===== src/hw/rtl/fpsa_pkg.sv =====
// Shared types and constants for the free-page stack allocator.
// Used by fpsa_ctrl, fpsa_dp and free_page_stack_allocator_top.
package fpsa_pkg;

  localparam logic [2:0] ACT_ALLOC_ONE = 3'd0;
  localparam logic [2:0] ACT_FREE_ONE  = 3'd1;
  localparam logic [2:0] ACT_ALLOC_RUN = 3'd2;
  localparam logic [2:0] ACT_FREE_RUN  = 3'd3;
  localparam logic [2:0] ACT_RESERVE   = 3'd4;

  localparam logic CFG_MIN_ADDRESS = 1'b0;
  localparam logic CFG_CAP_LIMIT   = 1'b1;

  localparam int COUNT_W = 13;

  // Datapath commands, one per cycle.
  typedef enum logic [3:0] {
    CMD_NONE      = 4'd0,
    CMD_LOAD      = 4'd1,  // latch input item
    CMD_POP       = 4'd2,  // read top, drop depth
    CMD_PUSH      = 4'd3,  // push cur address if allowed, advance
    CMD_RD_I      = 4'd4,  // read entry i (base)
    CMD_SETBASE   = 4'd5,  // latch base from read data, j=1, k=i+1
    CMD_RD_K      = 4'd6,  // read entry k
    CMD_CMP_K     = 4'd7,  // compare entry k with want
    CMD_RD_TOP    = 4'd8,  // read top entry, drop depth
    CMD_SWAP      = 4'd9,  // write top into k
    CMD_FINISH    = 4'd10, // emit result
    CMD_NEXT_I    = 4'd11, // advance start
    CMD_TAKE_J    = 4'd12, // start removal of page j: k=i
    CMD_RES_INIT  = 4'd13, // reserve: k=0, want=addr
    CMD_POP_FIN   = 4'd14, // latch popped entry, emit result
    CMD_TAKE_INIT = 4'd15  // enter removal phase: j=0
  } cmd_t;

  typedef struct packed {
    logic act_alloc_one;
    logic act_free_one;
    logic act_alloc_run;
    logic act_free_run;
    logic act_reserve;
    logic pop_ok;       // depth > 0
    logic run_bad;      // n == 0 or n > depth
    logic run_skip;     // free_run with addr 0 or n 0
    logic push_done;    // all pushes issued
    logic i_over;       // i > depth - n
    logic k_end;        // k >= depth
    logic hit;          // entry k equals want
    logic search_done;  // j >= n or i+j >= depth
    logic found_all;    // found == n
    logic take_done;    // j >= n during removal
    logic is_reserve;
  } status_t;

endpackage


===== src/hw/rtl/fpsa_ctrl.sv =====
// Controller state machine of the free-page stack allocator.
// Depends on fpsa_pkg; sequences fpsa_dp through cmd_t commands.
module fpsa_ctrl
  import fpsa_pkg::*;
(
  input  logic    clk,
  input  logic    rst_n,
  input  logic    start,
  input  status_t status,
  output logic    busy,
  output cmd_t    cmd
);

  typedef enum logic [11:0] {
    S_IDLE   = 12'b000000000001,
    S_DECODE = 12'b000000000010,
    S_POPW   = 12'b000000000100,
    S_PUSH   = 12'b000000001000,
    S_RDI    = 12'b000000010000,
    S_BASE   = 12'b000000100000,
    S_RDK    = 12'b000001000000,
    S_CMPK   = 12'b000010000000,
    S_TAKE   = 12'b000100000000,
    S_TOP    = 12'b001000000000,
    S_SWAP   = 12'b010000000000,
    S_DONE   = 12'b100000000000
  } state_t;

  state_t state_r, state_nxt;
  logic   take_r, take_nxt;   // removal phase of alloc_run

  always_comb begin
    state_nxt = state_r;
    take_nxt  = take_r;
    cmd       = CMD_NONE;
    case (state_r)
      S_IDLE: begin
        if (start) begin
          cmd       = CMD_LOAD;
          state_nxt = S_DECODE;
          take_nxt  = 1'b0;
        end
      end
      S_DECODE: begin
        if (status.act_alloc_one && status.pop_ok) begin
          cmd = CMD_POP; state_nxt = S_POPW;
        end else if (status.act_free_one) begin
          cmd = CMD_PUSH; state_nxt = S_DONE;
        end else if (status.act_free_run && !status.run_skip) begin
          state_nxt = S_PUSH;
        end else if (status.act_alloc_run && !status.run_bad) begin
          state_nxt = S_RDI;
        end else if (status.act_reserve) begin
          cmd = CMD_RES_INIT; state_nxt = S_RDK;
        end else begin
          state_nxt = S_DONE;
        end
      end
      S_POPW: begin
        cmd = CMD_POP_FIN; state_nxt = S_IDLE;
      end
      S_PUSH: begin
        if (status.push_done) state_nxt = S_DONE;
        else cmd = CMD_PUSH;
      end
      S_RDI: begin
        if (status.i_over) state_nxt = S_DONE;
        else begin
          cmd = CMD_RD_I; state_nxt = S_BASE;
        end
      end
      S_BASE: begin
        cmd = CMD_SETBASE; state_nxt = S_RDK;
      end
      S_RDK: begin
        if (status.k_end) begin
          if (status.is_reserve || take_r) state_nxt = S_DONE;
          else if (status.found_all) begin
            cmd = CMD_TAKE_INIT; state_nxt = S_TAKE; take_nxt = 1'b1;
          end else begin
            cmd = CMD_NEXT_I; state_nxt = S_RDI;
          end
        end else if (!status.is_reserve && !take_r && status.search_done) begin
          if (status.found_all) begin
            cmd = CMD_TAKE_INIT; state_nxt = S_TAKE; take_nxt = 1'b1;
          end else begin
            cmd = CMD_NEXT_I; state_nxt = S_RDI;
          end
        end else begin
          cmd = CMD_RD_K; state_nxt = S_CMPK;
        end
      end
      S_CMPK: begin
        if (status.hit && (take_r || status.is_reserve)) state_nxt = S_TOP;
        else begin
          // search hits advance j; removal/reserve misses advance k
          cmd = CMD_CMP_K;
          state_nxt = S_RDK;
        end
      end
      S_TOP: begin
        cmd = CMD_RD_TOP; state_nxt = S_SWAP;
      end
      S_SWAP: begin
        cmd = CMD_SWAP;
        state_nxt = status.is_reserve ? S_DONE : S_TAKE;
      end
      S_TAKE: begin
        if (status.take_done) state_nxt = S_DONE;
        else begin
          cmd = CMD_TAKE_J; state_nxt = S_RDK;
        end
      end
      S_DONE: begin
        cmd = CMD_FINISH; state_nxt = S_IDLE;
      end
      default: state_nxt = S_IDLE;
    endcase
  end

  always_ff @(posedge clk) begin
    if (!rst_n) begin
      state_r <= S_IDLE;
      take_r  <= 1'b0;
    end else begin
      state_r <= state_nxt;
      take_r  <= take_nxt;
    end
  end

  assign busy = (state_r != S_IDLE);

endmodule


===== config.mk =====
export PLATFORM = sky130hd
export DESIGN_NAME = fpsa_ctrl
export DESIGN_NICKNAME = d
export VERILOG_FILES = /design/src/hw/rtl/fpsa_pkg.sv /design/src/hw/rtl/fpsa_ctrl.sv
export SDC_FILE = /design/constraint.sdc
export NUM_CORES = 1
export LEC_CHECK = 0
export BUFFER_PORTS_ARGS = -buffer_cell sky130_fd_sc_hd__buf_4
export CAP_MARGIN = 0
export CORE_AREA = 2 2 50 52
export DETAILED_ROUTE_END_ITERATION = 6
export DIE_AREA = 0 0 52 54
export PLACE_DENSITY_LB_ADDON = 0.2
export SETUP_SLACK_MARGIN = 0.3
export SYNTH_ARGS = -nofsm -noshare
export SYNTH_HDL_FRONTEND = slang
export SYNTH_SLANG_ARGS = --single-unit

===== constraint.sdc =====
create_clock -name clk -period 1.7 [get_ports clk]
set_input_delay 0.17 -clock clk [delete_from_list [all_inputs] [get_ports clk]]
set_output_delay 0.17 -clock clk [all_outputs]
set_load 0.03 [all_outputs]

; ---- Word level (Yosys, flattened, before mapping)
; Cells that the tools add are included.
[totals]
reg_bits = 13
output_inout_bits = 5
wordCells = 70
[op_classes]
eq_ne = 17
mux = 37
n_reduce_logical = 14
[op_table]
columns = operator, n
row1 = $mux 12, 13
row2 = $pmux 12 s10, 1
row3 = $pmux 4 s12, 1
row4 = $mux 4, 9
row5 = $eq 12x1->1 const B, 1
row6 = $eq 12x10->1 const B, 1
row7 = $eq 12x11->1 const B, 1
row8 = $eq 12x12->1 const B, 1
row9 = $eq 12x2->1 const B, 1
row10 = $eq 12x3->1 const B, 1
row11 = $eq 12x4->1 const B, 1
row12 = $eq 12x5->1 const B, 1
row13 = $eq 12x6->1 const B, 1
row14 = $eq 12x7->1 const B, 1
row15 = $eq 12x8->1 const B, 1
row16 = $eq 12x9->1 const B, 1
row17 = $ne 12x1->1 const B, 1
row18 = $mux 10, 1
row19 = $mux 3, 3
row20 = $mux 9, 1
row21 = $logic_and 1x1->1, 6
row22 = $mux 1, 6
row23 = $ne 3x3->1 const B, 2
row24 = $logic_not 1->1, 4
row25 = other kinds (7), 8

; ---- Longest topological paths before layout
; Gate-level depths: netlist (run 1).
[depth]
word_depth = 7
ltp_mapped = 6
mapped_depth_nobuf = 5

; ---- Worst setup path before layout (run 1)
; No wires, ideal clock.
[synth_timing]
kind = reg-to-output
from = register state_r[8]
to = output cmd[3]
t_arrival_ns = 1.719
setup_slack_ns = -0.189
path_stages_with_launch = 6
path_buffers = 1
cell_sequence = dfxtp_1 > clkbuf_2 > or4b_2 > o32ai_1 > nor3_1 > nand3_1
[synth_between]
elab_chain_len = 2
[synth_rtl]
columns = item, line
row1 = from (decl), fpsa_ctrl.sv:29  ; state_t state_r, state_nxt;
row2 = from (signal assigned), fpsa_ctrl.sv:126  ; state_r <= state_nxt;
row3 = $eq 12x12->1 (tied with other cells), fpsa_ctrl.sv:36  ; case (state_r)
row4 = $pmux 4 s12 *, fpsa_ctrl.sv:36
row5 = to (decl), fpsa_ctrl.sv:11  ; output cmd_t cmd
; Every way passes the cells marked *; elsewhere a longest branch is shown, timed or not.

; ---- Worst setup path after layout (run 1)
[layout_timing]
from = register state_r[7]
to = output cmd[3]
; Same word-level chain as after synthesis.

==> out/summary.json, run 1 <==
{
  "sta": {
    "max_frequency_mhz": 450,
    "final-max-slew-violation-count": 0,
    "grt_setup_unrepaired": "true",
    "min_period_over_period_pct": 131,
    "max_slew.worst_pin.slew_ns": 0.410,
    "setup_viol": 12,
    "timing.hold.ws_ns": 0.0769,
    "headroom_to_the_max_slew_limit_pct": 72.6,
    "timing_hold_violations_final": 0,
    "clk_skew_ns": 0.00755,
    "post-route-worst-setup-slack_ns": -0.525,
    "post-route-min-period_ns": 2.22
  },
  "power": {
    "power_leakage_nw": 0.781,
    "internal_power_mw": 0.546,
    "irDropWorstVdd_v": 0.000506,
    "p_clk_share_pct": 25.0,
    "switching_share_of_power_pct": 33.7,
    "psw_mw": 0.278,
    "power.combinational.fraction_pct": 36.3,
    "power_density_mw_per_mm2": 454,
    "pwr-share-seq_pct": 38.7
  },
  "placed_design": {
    "hpwl_after_detailed_placement_um": 2430,
    "gp_congestion": 0.964,
    "place_worst_setup_slack_ns": -0.169,
    "io_buffer_count": 23,
    "post-place-cells": 202
  },
  "clock_network": {
    "cts-buffers-inserted": 3,
    "htreeDepth": 1,
    "clock_tree_from_tritoncts": "done",
    "ctsHoldBuffers": 0,
    "number_of_sinks_driven_by_the_clock_tree": 13,
    "clock-root-buffer": "clkbuf_4",
    "clk-insertion-delay-late_ns": 0.29,
    "clk_pin_slew_worst_paths_ns": 0.09,
    "cts.path.max_buffers": 2
  },
  "global_route": {
    "grt_util_all_layers_pct": 35.0,
    "grt_antenna_before_repair": 0,
    "grt_first_pass_wirelength_um": 6950,
    "grt_overflow": 0,
    "vias_in_the_first_global_route": 1313,
    "largest_net_degree_at_the_start_of_global_routing": 9
  },
  "logic_synthesis": {
    "synth.top_cell.area_share_pct": 26.0,
    "synth-compound-area-share_pct": 19.1,
    "synth.yosys.seq_area_share_pct": 26.0,
    "yosys_warnings": 0,
    "synth_enable_flop_cells": 0,
    "ys_async_sr_fraction_pct": 0,
    "synth_top_area_cell": "dfxtp_1",
    "register_bit_total_from_synthesis": 13,
    "synth.most_common_cell": "dfxtp_1",
    "synth.mux.area_fraction_pct": 0,
    "synth.area.top_cells": "dfxtp_1 26%, nor4_4 8.5%, o21ai_0 4.5%",
    "yosys.cell_types.count": 42,
    "synth.top_cells.by_count": "13 x dfxtp_1, 11 x nor2_1, 9 x o21ai_0",
    "synth_simple_gate_area_share_pct": 48.4,
    "syn-num-nets": 146,
    "adder_and_majority_gate_portion_of_the_synthesized_area_pct": 0,
    "synth.cell_area_mm2": 0.00100,
    "post_synth_inst_count": 127,
    "synthesis.area_per_instance_um2": 7.88,
    "yosys.area_share.xor_xnor_pct": 1.75,
    "synth_flop_type": "dfxtp_1",
    "dominant_combinational_cell_family_by_area_after_synthesis": "simple AND/OR/NAND/NOR gates"
  },
  "finish": {
    "design.final.nets": 208,
    "finalNonFillerCells": 218,
    "synthToLayoutAreaGrowth_pct": 81.5,
    "share_of_layout_cells_above_drive_strength_1_pct": 59.6,
    "diodes": 0,
    "fin_util_pct": 78.3
  },
  "worst_setup_path": {
    "timing_worst_setup_path_type": "reg2out",
    "worstPathMaxFanout": 4,
    "crit_arrival_ns": 2.05,
    "worst_setup_path_start_kind": "flip-flop",
    "cp_data_required_time_ns": 1.53,
    "cp-end-kind": "primary output"
  },
  "floorplan": {
    "die_y_extent_um": 54,
    "design.portCount": 24,
    "die_x_um": 52,
    "initial_core_util_pct": 43.1,
    "floorplan.rows": 18,
    "fp.dieArea_mm2": 0.00281,
    "floorplan.core_area_mm2": 0.00232
  },
  "drt": {
    "drc_errors": 0,
    "drt-total-wl_um": 4650,
    "drt-pass1-iter-count": 4,
    "vias_per_cell": 6.45,
    "detailedRoute.firstIterationViolations": 66,
    "drt-wirelength-per-cell_um": 21.3,
    "antenna_violating_nets_post_route": 0,
    "vias": 1406
  },
  "outcome": {
    "violations": "negative setup slack",
    "run_status": "finished, violations left"
  },
  "run": {
    "max_cap_viol_count": 0
  },
  "hold_path": {
    "hp-class": "in2reg"
  }
}
==> sequential cells by signal (all words and copies together) (netlist names) <==
signal	flops
take_r	1
state_r	12
==> placed cells by master (no fill, tap or decap), types with 3 or more instances in the layout <==
cell,count
a21oi_1,4
a31oi_1,3
buf_4,45
buf_6,17
clkbuf_4,3
dfxtp_1,7
dfxtp_2,4
inv_1,5
nand2_1,4
nand2_2,3
nand2b_1,5
nand3_1,3
nand4_1,7
nor2_1,9
nor2b_1,4
nor3_2,5
nor4_4,4
o21ai_0,6
==> cell families after synthesis <==
logic type	after synthesis
buf+inv	10
flops	13
simple gates	72
compound gates	30
xor+xnor	2
==> critical path: stages (launching register included) <==
cell and delay (ns):
dfxtp_2 0.34, nor4_4 0.36, buf_4 0.20, buf_6 0.12, nand4_1 0.20, o32ai_4 0.18, nor3_1 0.11, nand3_2 0.11
buf_6 0.13
==> per-layer routing <==
metal | up-vias | global-route usage [%] | wire (µm)
li1 | 609 | - | -
met2 | 118 | 61.6 | 2250
met1 | 639 | 42.2 | 1700
met3 | 40 | 5.28 | 371
met4 | 0 | 15.4 | 326
met5 | - | 0 | 0
==> area by class of cell <==
type / count / area [µm²]
clock buffer: 4 / 26.3
fill: 137 / 503
inverter: 5 / 18.8
sequential: 13 / 273
multi-input combinational: 104 / 932
timing repair buffer: 62 / 529
tap: 30 / 37.5
==> metrics by stage <==
step           instance area, µm²  total power [mW]  setup TNS (ns)
2_1_floorplan                1050             0.434          -0.516
3_3_place_gp                 1420             0.521          -0.591
3_5_place_dp                 1420             0.526          -0.669
4_1_cts                      1690             0.770           -2.11
5_1_grt                      1820             0.847           -4.13
6_report                     1820             0.824           -3.63
==> power by group through the flow <==
stage | clock network (mW) | registers [mW] | logic (mW)
2_1_floorplan | 0 | 0.319 | 0.115
3_3_place_gp | 0 | 0.324 | 0.197
3_5_place_dp | 0 | 0.324 | 0.201
4_1_cts | 0.198 | 0.315 | 0.257
5_1_grt | 0.218 | 0.319 | 0.309
6_report | 0.206 | 0.319 | 0.300
==> timing repair <==
action,4_1_cts,5_1_grt
pin swaps,16,10
gates resized for setup,42,21
setup endpoints to repair,16,18
setup buffers,8,4
==> path summary, 6_finish.rpt <==
kind              start     endpoint  slack (ns)  cells after the start
max          state_r[7]       cmd[3]       -0.52                      8
min           status[6]   state_r[5]        0.08                      2
max reg2reg  state_r[7]  state_r[11]       -0.37                      8
min reg2reg      take_r       take_r        0.51                      2
No activity file was read; power rests on OpenSTA's default activity.
==> run 2, diff against run 1 <==
--- a/config.mk
+++ b/config.mk
@@ -7,9 +7,11 @@
 export LEC_CHECK = 0
 export BUFFER_PORTS_ARGS = -buffer_cell sky130_fd_sc_hd__buf_4
 export CAP_MARGIN = 0
-export CORE_AREA = 2 2 50 52
+export CORE_AREA = 2 2 49 51
+export CTS_BUF_LIST = sky130_fd_sc_hd__clkbuf_2
 export DETAILED_ROUTE_END_ITERATION = 6
-export DIE_AREA = 0 0 52 54
+export DIE_AREA = 0 0 51 53
+export HOLD_SLACK_MARGIN = 0.15
 export PLACE_DENSITY_LB_ADDON = 0.2
 export SETUP_SLACK_MARGIN = 0.3
 export SYNTH_ARGS = -nofsm -noshare
==> out/summary.json, run 2 (same netlist as run 1, synthesis figures left out) <==
{
  "run": {
    "max_cap_viol_count": {"value": 0, "change": "unchanged"}
  },
  "sta": {
    "grt_setup_unrepaired": "true",
    "headroom_to_the_max_slew_limit": {"value": 63.5, "unit": "%", "change": "-9.1 points"},
    "post-route-worst-setup-slack": {"value": -0.549, "unit": "ns", "change": "-0.0240 ns"},
    "max_frequency": {"value": 445, "unit": "MHz", "change": "-1.1%"},
    "final-max-slew-violation-count": {"value": 0, "change": "unchanged"},
    "min_period_over_period": {"value": 132, "unit": "%", "change": "+1.4 points"},
    "setup_viol": {"value": 15, "change": "+3"},
    "clk_skew": {"value": 0.00821, "unit": "ns", "change": "+0.000660 ns"},
    "max_slew.worst_pin.slew": {"value": 0.546, "unit": "ns", "change": "+0.136 ns"},
    "timing_hold_violations_final": {"value": 0, "change": "unchanged"},
    "post-route-min-period": {"value": 2.25, "unit": "ns", "change": "+0.0240 ns"}
  },
  "floorplan": {
    "initial_core_util": {"value": 46.6, "unit": "%", "change": "+3.4 points"},
    "floorplan.rows": {"value": 17, "change": "-1"},
    "die_y_extent": {"value": 53, "unit": "µm", "change": "-1.9%"},
    "die_x": {"value": 51, "unit": "µm", "change": "-1.9%"},
    "fp.dieArea": {"value": 0.00270, "unit": "mm²", "change": "-3.7%"},
    "design.portCount": {"value": 24, "change": "unchanged"},
    "floorplan.core_area": {"value": 0.00215, "unit": "mm²", "change": "-7.4%"}
  },
  "placed_design": {
    "gp_congestion": {"value": 0.854, "change": "-11%"},
    "post-place-cells": {"value": 203, "change": "+0.50%"},
    "io_buffer_count": {"value": 23, "change": "unchanged"},
    "hpwl_after_detailed_placement": {"value": 2660, "unit": "µm", "change": "+9.2%"},
    "place_worst_setup_slack": {"value": -0.157, "unit": "ns", "change": "+0.0115 ns"}
  },
  "hold_path": {
    "hold_start": "status[10]",
    "hp-class": "in2reg"
  },
  "global_route": {
    "largest_net_degree_at_the_start_of_global_routing": {"value": 9, "change": "unchanged"},
    "grt_overflow": {"value": 0, "change": "unchanged"},
    "globalRouteMet3Util": {"value": 7.63, "unit": "%", "change": "+2.3 points"},
    "grt-busiest-layer": "met2",
    "grt.met1_usage": {"value": 39.7, "unit": "%", "change": "-2.5 points"},
    "global_route.usage.met2": {"value": 66.2, "unit": "%", "change": "+4.6 points"},
    "vias_in_the_first_global_route": {"value": 1477, "change": "+12%"},
    "grt_antenna_before_repair": {"value": 0, "change": "unchanged"},
    "grt_first_pass_wirelength": {"value": 7280, "unit": "µm", "change": "+4.8%"},
    "grt_util_all_layers": {"value": 37.8, "unit": "%", "change": "+2.8 points"}
  },
  "worst_setup_path": {
    "number_of_buffers_and_inverters_on_the_critical_path": {"value": 3, "change": "unchanged"},
    "worst_path_top_cell_family_by_delay": "simple AND/OR/NAND/NOR gates",
    "cp_data_required_time": {"value": 1.53, "unit": "ns", "change": "about the same"},
    "critPathLaunch": "state_r[7]",
    "path_cells": "buf_4 > buf_4 > nor3_1 > nand4_1 > nor2_1 > a211oi_1 > nand2_2 > buf_6",
    "crit_top_cell": "buf_4",
    "crit_slowest_cell": "dfxtp_2",
    "critical-path-max-stage-delay": {"value": 0.37, "unit": "ns", "change": "about the same"},
    "timing_worst_setup_path_type": "reg2out",
    "worstPathMaxFanout": {"value": 6, "change": "+2"},
    "crit_arrival": {"value": 2.08, "unit": "ns", "change": "+0.03 ns"},
    "cp-end-kind": "primary output",
    "regToRegStartpoint": "state_r[7]",
    "worst_setup_path_start_kind": "flip-flop"
  },
  "finish": {
    "synthToLayoutAreaGrowth_pct": 99.9,
    "most-common-layout-cells": "52 x buf_4, 21 x buf_6, 7 x nand4_1",
    "finalNonFillerCells": {"value": 229, "change": "+5.0%"},
    "largest-register": "state_r",
    "layout.cells.most_common": "buf_4",
    "largestRegisters": "state_r x12, take_r x1",
    "share_of_layout_cells_above_drive_strength_1": {"value": 68.2, "unit": "%", "change": "+8.6 points"},
    "diodes": {"value": 0, "change": "unchanged"},
    "n_fill_cell": {"value": 63, "change": "-54%"},
    "largest_register_ff_count": {"value": 12, "change": "unchanged"},
    "design.final.nets": {"value": 221, "change": "+6.3%"}
  },
  "drt": {
    "drt-total-wl": {"value": 6260, "unit": "µm", "change": "+35%"},
    "vias_per_cell": {"value": 7.02, "change": "+8.9%"},
    "drt-pass1-iter-count": {"value": 5, "change": "+1"},
    "drt-wirelength-per-cell": {"value": 27.3, "unit": "µm", "change": "+28%"},
    "antenna_violating_nets_post_route": {"value": 0, "change": "unchanged"},
    "drc_errors": {"value": 0, "change": "unchanged"},
    "vias": {"value": 1608, "change": "+14%"},
    "detailedRoute.firstIterationViolations": {"value": 141, "change": "+110%"}
  },
  "clock_network": {
    "cts-buffers-inserted": {"value": 3, "change": "unchanged"},
    "clock_tree_from_tritoncts": "done",
    "htreeDepth": {"value": 1, "change": "unchanged"},
    "clk_pin_slew_worst_paths": {"value": 0.13, "unit": "ns", "change": "+0.04 ns"},
    "clk-insertion-delay-late": {"value": 0.29, "unit": "ns", "change": "about the same"},
    "clock-root-buffer": "clkbuf_2",
    "cts.path.max_buffers": {"value": 2, "change": "unchanged"},
    "number_of_sinks_driven_by_the_clock_tree": {"value": 13, "change": "unchanged"}
  },
  "power": {
    "p_clk_share": {"value": 21.1, "unit": "%", "change": "-3.9 points"},
    "p_total": {"value": 0.844, "unit": "mW", "change": "+2.4%"},
    "pwr-share-seq": {"value": 38.0, "unit": "%", "change": "-0.7 points"},
    "power_density": {"value": 422, "unit": "mW/mm²", "change": "-7.0%"},
    "power_leakage": {"value": 0.870, "unit": "nW", "change": "+11%"},
    "internal_power": {"value": 0.533, "unit": "mW", "change": "-2.5%"},
    "irDropWorstVdd": {"value": 0.000704, "unit": "V", "change": "+39%"},
    "switching_share_of_power": {"value": 36.9, "unit": "%", "change": "+3.1 points"},
    "power.combinational.fraction": {"value": 40.9, "unit": "%", "change": "+4.6 points"},
    "psw": {"value": 0.311, "unit": "mW", "change": "+12%"}
  },
  "outcome": {
    "violations": "negative setup slack",
    "run_status": "finished, violations left"
  }
}
-- run 2: changes by cell type in the layout (fill, tap and decap cells not counted), moves of 3 or more --
cell | previous run | this run
buf_4 | 45 | 52
buf_6 | 17 | 21
clkbuf_2 | 0 | 4
clkbuf_4 | 3 | 0
nor2_1 | 9 | 6
-- run 2: power groups by stage --
stage / sequential [mW] / combinational [mW] / clock [mW]
finish: 0.321 / 0.345 / 0.178
global route: 0.322 / 0.353 / 0.190
CTS: 0.320 / 0.284 / 0.170
detailed placement: 0.326 / 0.200 / 0
global placement: 0.325 / 0.198 / 0
floorplan: 0.319 / 0.115 / 0
-- run 2: worst min-delay path, delay by kind of cell --
kind                   cells  cell delay (ns)
buffers and inverters      1             0.12
AND/OR/NAND/NOR            2             0.15
-- run 2: what timing repair did --
action / CTS / global route
gates cloned: 0 / 0
buffers inserted: 12 / 8
pin swaps: 23 / 15
hold endpoints to repair: 2 / 0
setup endpoints to repair: 16 / 18
gates resized for setup: 58 / 25
hold buffers: 2 / 0
-- run 2: final cells by class --
class	count	area, µm²	share of cell area [%]
Clock buffer	4	20.0	1.00
Inverter	5	18.8	0.938
Multi-Input combinational cell	104	1000	50.2
Sequential cell	13	275	13.8
Tap cell	28	35.0	1.75
Timing Repair Buffer	75	647	32.3
-- run 2: final timing paths --
| check | slack (ns) | cells past startpoint | endpoint |
|---|---|---|---|
| worst max register to register | -0.39 | 8 | state_r[11] |
| worst max-delay path | -0.55 | 8 | cmd[2] |
| worst min register to register | 0.56 | 2 | take_r |
| worst min-delay path | 0.17 | 3 | state_r[2] |
-- run 2: metrics by stage --
step	area (µm²)	util [%]	hold slack (ns)	setup TNS (ns)
CTS	1850	86.3	0.157	-2.21
detailed placement	1440	67.0	0.363	-0.863
finish	2000	93.1	0.167	-4.62
global placement	1440	67.0	0.361	-0.726
floorplan	1050	-	0.249	-0.516
global route	2000	93.1	0.151	-5.28
-- run 2: routing by layer --
metal,part of all wire [%],routed length [µm]
met5,0,0
met4,9.9,617
met3,11,673
met2,44,2790
met1,35,2190
==> run 3, diff against run 2 <==
--- a/config.mk
+++ b/config.mk
@@ -13,6 +13,7 @@
 export DIE_AREA = 0 0 51 53
 export HOLD_SLACK_MARGIN = 0.15
 export PLACE_DENSITY_LB_ADDON = 0.2
+export REMOVE_ABC_BUFFERS = 1
 export SETUP_SLACK_MARGIN = 0.3
 export SYNTH_ARGS = -nofsm -noshare
 export SYNTH_HDL_FRONTEND = slang
==> out/summary.json, run 3 (same netlist as run 1, synthesis figures left out) <==
{
  "outcome": {
    "violations": "negative setup slack",
    "run_status": "finished, violations left"
  },
  "drt": {
    "drt-total-wl": {"value": 3990, "unit": "µm", "change": "-36%"},
    "drt-pass1-iter-count": {"value": 5, "change": "unchanged"},
    "detailedRoute.firstIterationViolations": {"value": 107, "change": "-24%"},
    "antenna_violating_nets_post_route": {"value": 0, "change": "unchanged"},
    "vias_per_cell": {"value": 6.28, "change": "-11%"},
    "drt-wirelength-per-cell": {"value": 17.9, "unit": "µm", "change": "-35%"},
    "drc_errors": {"value": 0, "change": "unchanged"},
    "vias": {"value": 1401, "change": "-13%"}
  },
  "sta": {
    "min_period_over_period": {"value": 132, "unit": "%", "change": "+0.21 points"},
    "clk_skew": {"value": 0.0310, "unit": "ns", "change": "+0.0227 ns"},
    "grt_setup_unrepaired": "true",
    "headroom_to_the_max_slew_limit": {"value": 67.2, "unit": "%", "change": "+3.7 points"},
    "max_frequency": {"value": 444, "unit": "MHz", "change": "-0.16%"},
    "setup_viol": {"value": 12, "change": "-3"},
    "timing_hold_violations_final": {"value": 0, "change": "unchanged"},
    "final-max-slew-violation-count": {"value": 0, "change": "unchanged"},
    "post-route-worst-setup-slack": {"value": -0.552, "unit": "ns", "change": "-0.00356 ns"},
    "post-route-min-period": {"value": 2.25, "unit": "ns", "change": "+0.00356 ns"},
    "max_slew.worst_pin.slew": {"value": 0.488, "unit": "ns", "change": "-0.0587 ns"}
  },
  "floorplan": {
    "fp.dieArea": {"value": 0.00270, "unit": "mm²", "change": "unchanged"},
    "die_y_extent": {"value": 53, "unit": "µm", "change": "unchanged"},
    "floorplan.rows": {"value": 17, "change": "unchanged"},
    "design.portCount": {"value": 24, "change": "unchanged"},
    "die_x": {"value": 51, "unit": "µm", "change": "unchanged"},
    "initial_core_util": {"value": 46.6, "unit": "%", "change": "unchanged"},
    "floorplan.core_area": {"value": 0.00215, "unit": "mm²", "change": "unchanged"}
  },
  "worst_setup_path": {
    "regToRegStartpoint": "state_r[11]",
    "number_of_buffers_and_inverters_on_the_critical_path": {"value": 2, "change": "-1"},
    "r2r_cells": {"value": 9, "change": "+1"},
    "timing.reg2reg.setup_slack": {"value": -0.21, "unit": "ns", "change": "+0.18 ns"},
    "worstPathMaxFanout": {"value": 4, "change": "-2"},
    "critPathLaunch": "state_r[11]",
    "worst_path_top_cell_family_by_delay": "simple AND/OR/NAND/NOR gates",
    "crit_slowest_cell": "dfxtp_4",
    "cp_data_required_time": {"value": 1.53, "unit": "ns", "change": "about the same"},
    "crit_arrival": {"value": 2.08, "unit": "ns", "change": "about the same"},
    "cp-end-kind": "primary output",
    "worst_setup_path_start_kind": "flip-flop",
    "critical-path-max-stage-delay": {"value": 0.38, "unit": "ns", "change": "about the same"},
    "timing_worst_setup_path_type": "reg2out",
    "worstReg2RegEnd": "state_r[0]",
    "path_cells": "nor4_4 > nand2_2 > nor4bb_4 > buf_4 > a41oi_1 > nand4_1 > buf_6"
  },
  "global_route": {
    "grt_antenna_before_repair": {"value": 0, "change": "unchanged"},
    "vias_in_the_first_global_route": {"value": 1203, "change": "-19%"},
    "grt_first_pass_wirelength": {"value": 5550, "unit": "µm", "change": "-24%"},
    "grt_util_all_layers": {"value": 28.2, "unit": "%", "change": "-9.6 points"},
    "grt_overflow": {"value": 0, "change": "unchanged"},
    "largest_net_degree_at_the_start_of_global_routing": {"value": 9, "change": "unchanged"}
  },
  "finish": {
    "synthToLayoutAreaGrowth_pct": 72.8,
    "diodes": {"value": 0, "change": "unchanged"},
    "largest-register": "state_r",
    "layout.cells.most_common": "buf_4",
    "finalNonFillerCells": {"value": 223, "change": "-2.6%"},
    "design.final.nets": {"value": 215, "change": "-2.7%"},
    "largest_register_ff_count": {"value": 12, "change": "unchanged"},
    "most-common-layout-cells": "60 x buf_4, 10 x nor2_1, 10 x dfxtp_1",
    "largestRegisters": "state_r x12, take_r x1",
    "share_of_layout_cells_above_drive_strength_1": {"value": 52.8, "unit": "%", "change": "-15 points"},
    "fin_util": {"value": 80.5, "unit": "%", "change": "-13 points"}
  },
  "clock_network": {
    "cts-buffers-inserted": {"value": 3, "change": "unchanged"},
    "clock_tree_from_tritoncts": "done",
    "clock-root-buffer": "clkbuf_2",
    "htreeDepth": {"value": 1, "change": "unchanged"},
    "cts.path.max_buffers": {"value": 2, "change": "unchanged"},
    "number_of_sinks_driven_by_the_clock_tree": {"value": 13, "change": "unchanged"},
    "clk-insertion-delay-late": {"value": 0.29, "unit": "ns", "change": "about the same"},
    "clk_pin_slew_worst_paths": {"value": 0.15, "unit": "ns", "change": "+0.02 ns"}
  },
  "power": {
    "power_leakage": {"value": 0.761, "unit": "nW", "change": "-13%"},
    "irDropWorstVdd": {"value": 0.000415, "unit": "V", "change": "-41%"},
    "p_total": {"value": 0.757, "unit": "mW", "change": "-10%"},
    "power_density": {"value": 438, "unit": "mW/mm²", "change": "+3.7%"}
  },
  "placed_design": {
    "hpwl_after_detailed_placement": {"value": 2440, "unit": "µm", "change": "-8.3%"},
    "place_worst_setup_slack": {"value": -0.186, "unit": "ns", "change": "-0.0289 ns"},
    "post-place-cells": {"value": 204, "change": "+0.49%"},
    "gp_congestion": {"value": 0.906, "change": "+6.0%"},
    "io_buffer_count": {"value": 23, "change": "unchanged"}
  },
  "hold_path": {
    "holdPathStages": {"value": 2, "change": "-1"},
    "hp-class": "in2reg",
    "hold_start": "rst_n",
    "whs_endpoint": "state_r[7]"
  },
  "run": {
    "max_cap_viol_count": {"value": 0, "change": "unchanged"}
  }
}
run 3: changes by cell type in the layout (fill, tap and decap cells not counted), moves of 3 or more:
cell and delta:
nor2_1 +4, buf_4 +8, nor4b_1 +3, buf_6 -14, nand3_1 +3, nor2_2 -3
nand2_1 +3, dfxtp_2 -5, dfxtp_1 +5
run 3: worst reg2reg max path: stages (launching register included):
cell and delay (ns):
dfxtp_4 0.38, buf_4 0.13, buf_4 0.16, nor3_4 0.20, nand4_1 0.18, buf_4 0.19, buf_6 0.13, o31ai_4 0.06
nor3_4 0.09, or2_2 0.30
run 3: metrics by stage:
| step | setup TNS [ns] | instance area (µm²) | hold slack (ns) |
|---|---|---|---|
| floorplan | -0.851 | 972 | 0.249 |
| global placement | -0.630 | 1410 | 0.364 |
| detailed placement | -0.754 | 1410 | 0.365 |
| CTS | -1.83 | 1580 | 0.161 |
| global route | -4.12 | 1730 | 0.151 |
| finish | -3.34 | 1730 | 0.170 |
run 3: area by class of cell:
class	count	area, µm²
Sequential cell	13	269
Fill cell	123	419
Clock inverter	1	5.00
Multi-Input combinational cell	104	837
Tap cell	28	35.0
Inverter	5	18.8
Timing Repair Buffer	69	549
Clock buffer	3	15.0
run 3: routing by layer:
layer / vias up / routed length (µm) / track usage (%)
met3: 31 / 326 / 2.82
li1: 613 / - / -
met4: 0 / 206 / 13.1
met2: 106 / 1890 / 48.5
met1: 651 / 1570 / 35.3
met5: - / 0 / 0
run 3: how the worst max path moves through the flow:
stage          slack, ns  endpoint  cells after the start
2_1_floorplan      -0.20    cmd[3]                      4
6_report           -0.55    cmd[1]                      7
3_3_place_gp       -0.16    cmd[3]                      5
5_1_grt            -0.63    cmd[1]                      6
3_5_place_dp       -0.19    cmd[3]                      5
4_1_cts            -0.42    cmd[1]                      7
run 3: repair_timing:
action	4_1_cts	5_1_grt
setup endpoints to repair	16	17
pin swaps	10	11
gates cloned	0	0
setup buffers	6	7
hold buffers	2	0
endpoints found under the hold margin	2	0
gates resized for setup	24	19
run 3: power breakdown:
part	internal [mW]	switching, mW
logic	0.140	0.138
clock network	0.0532	0.107
registers	0.310	0.00859
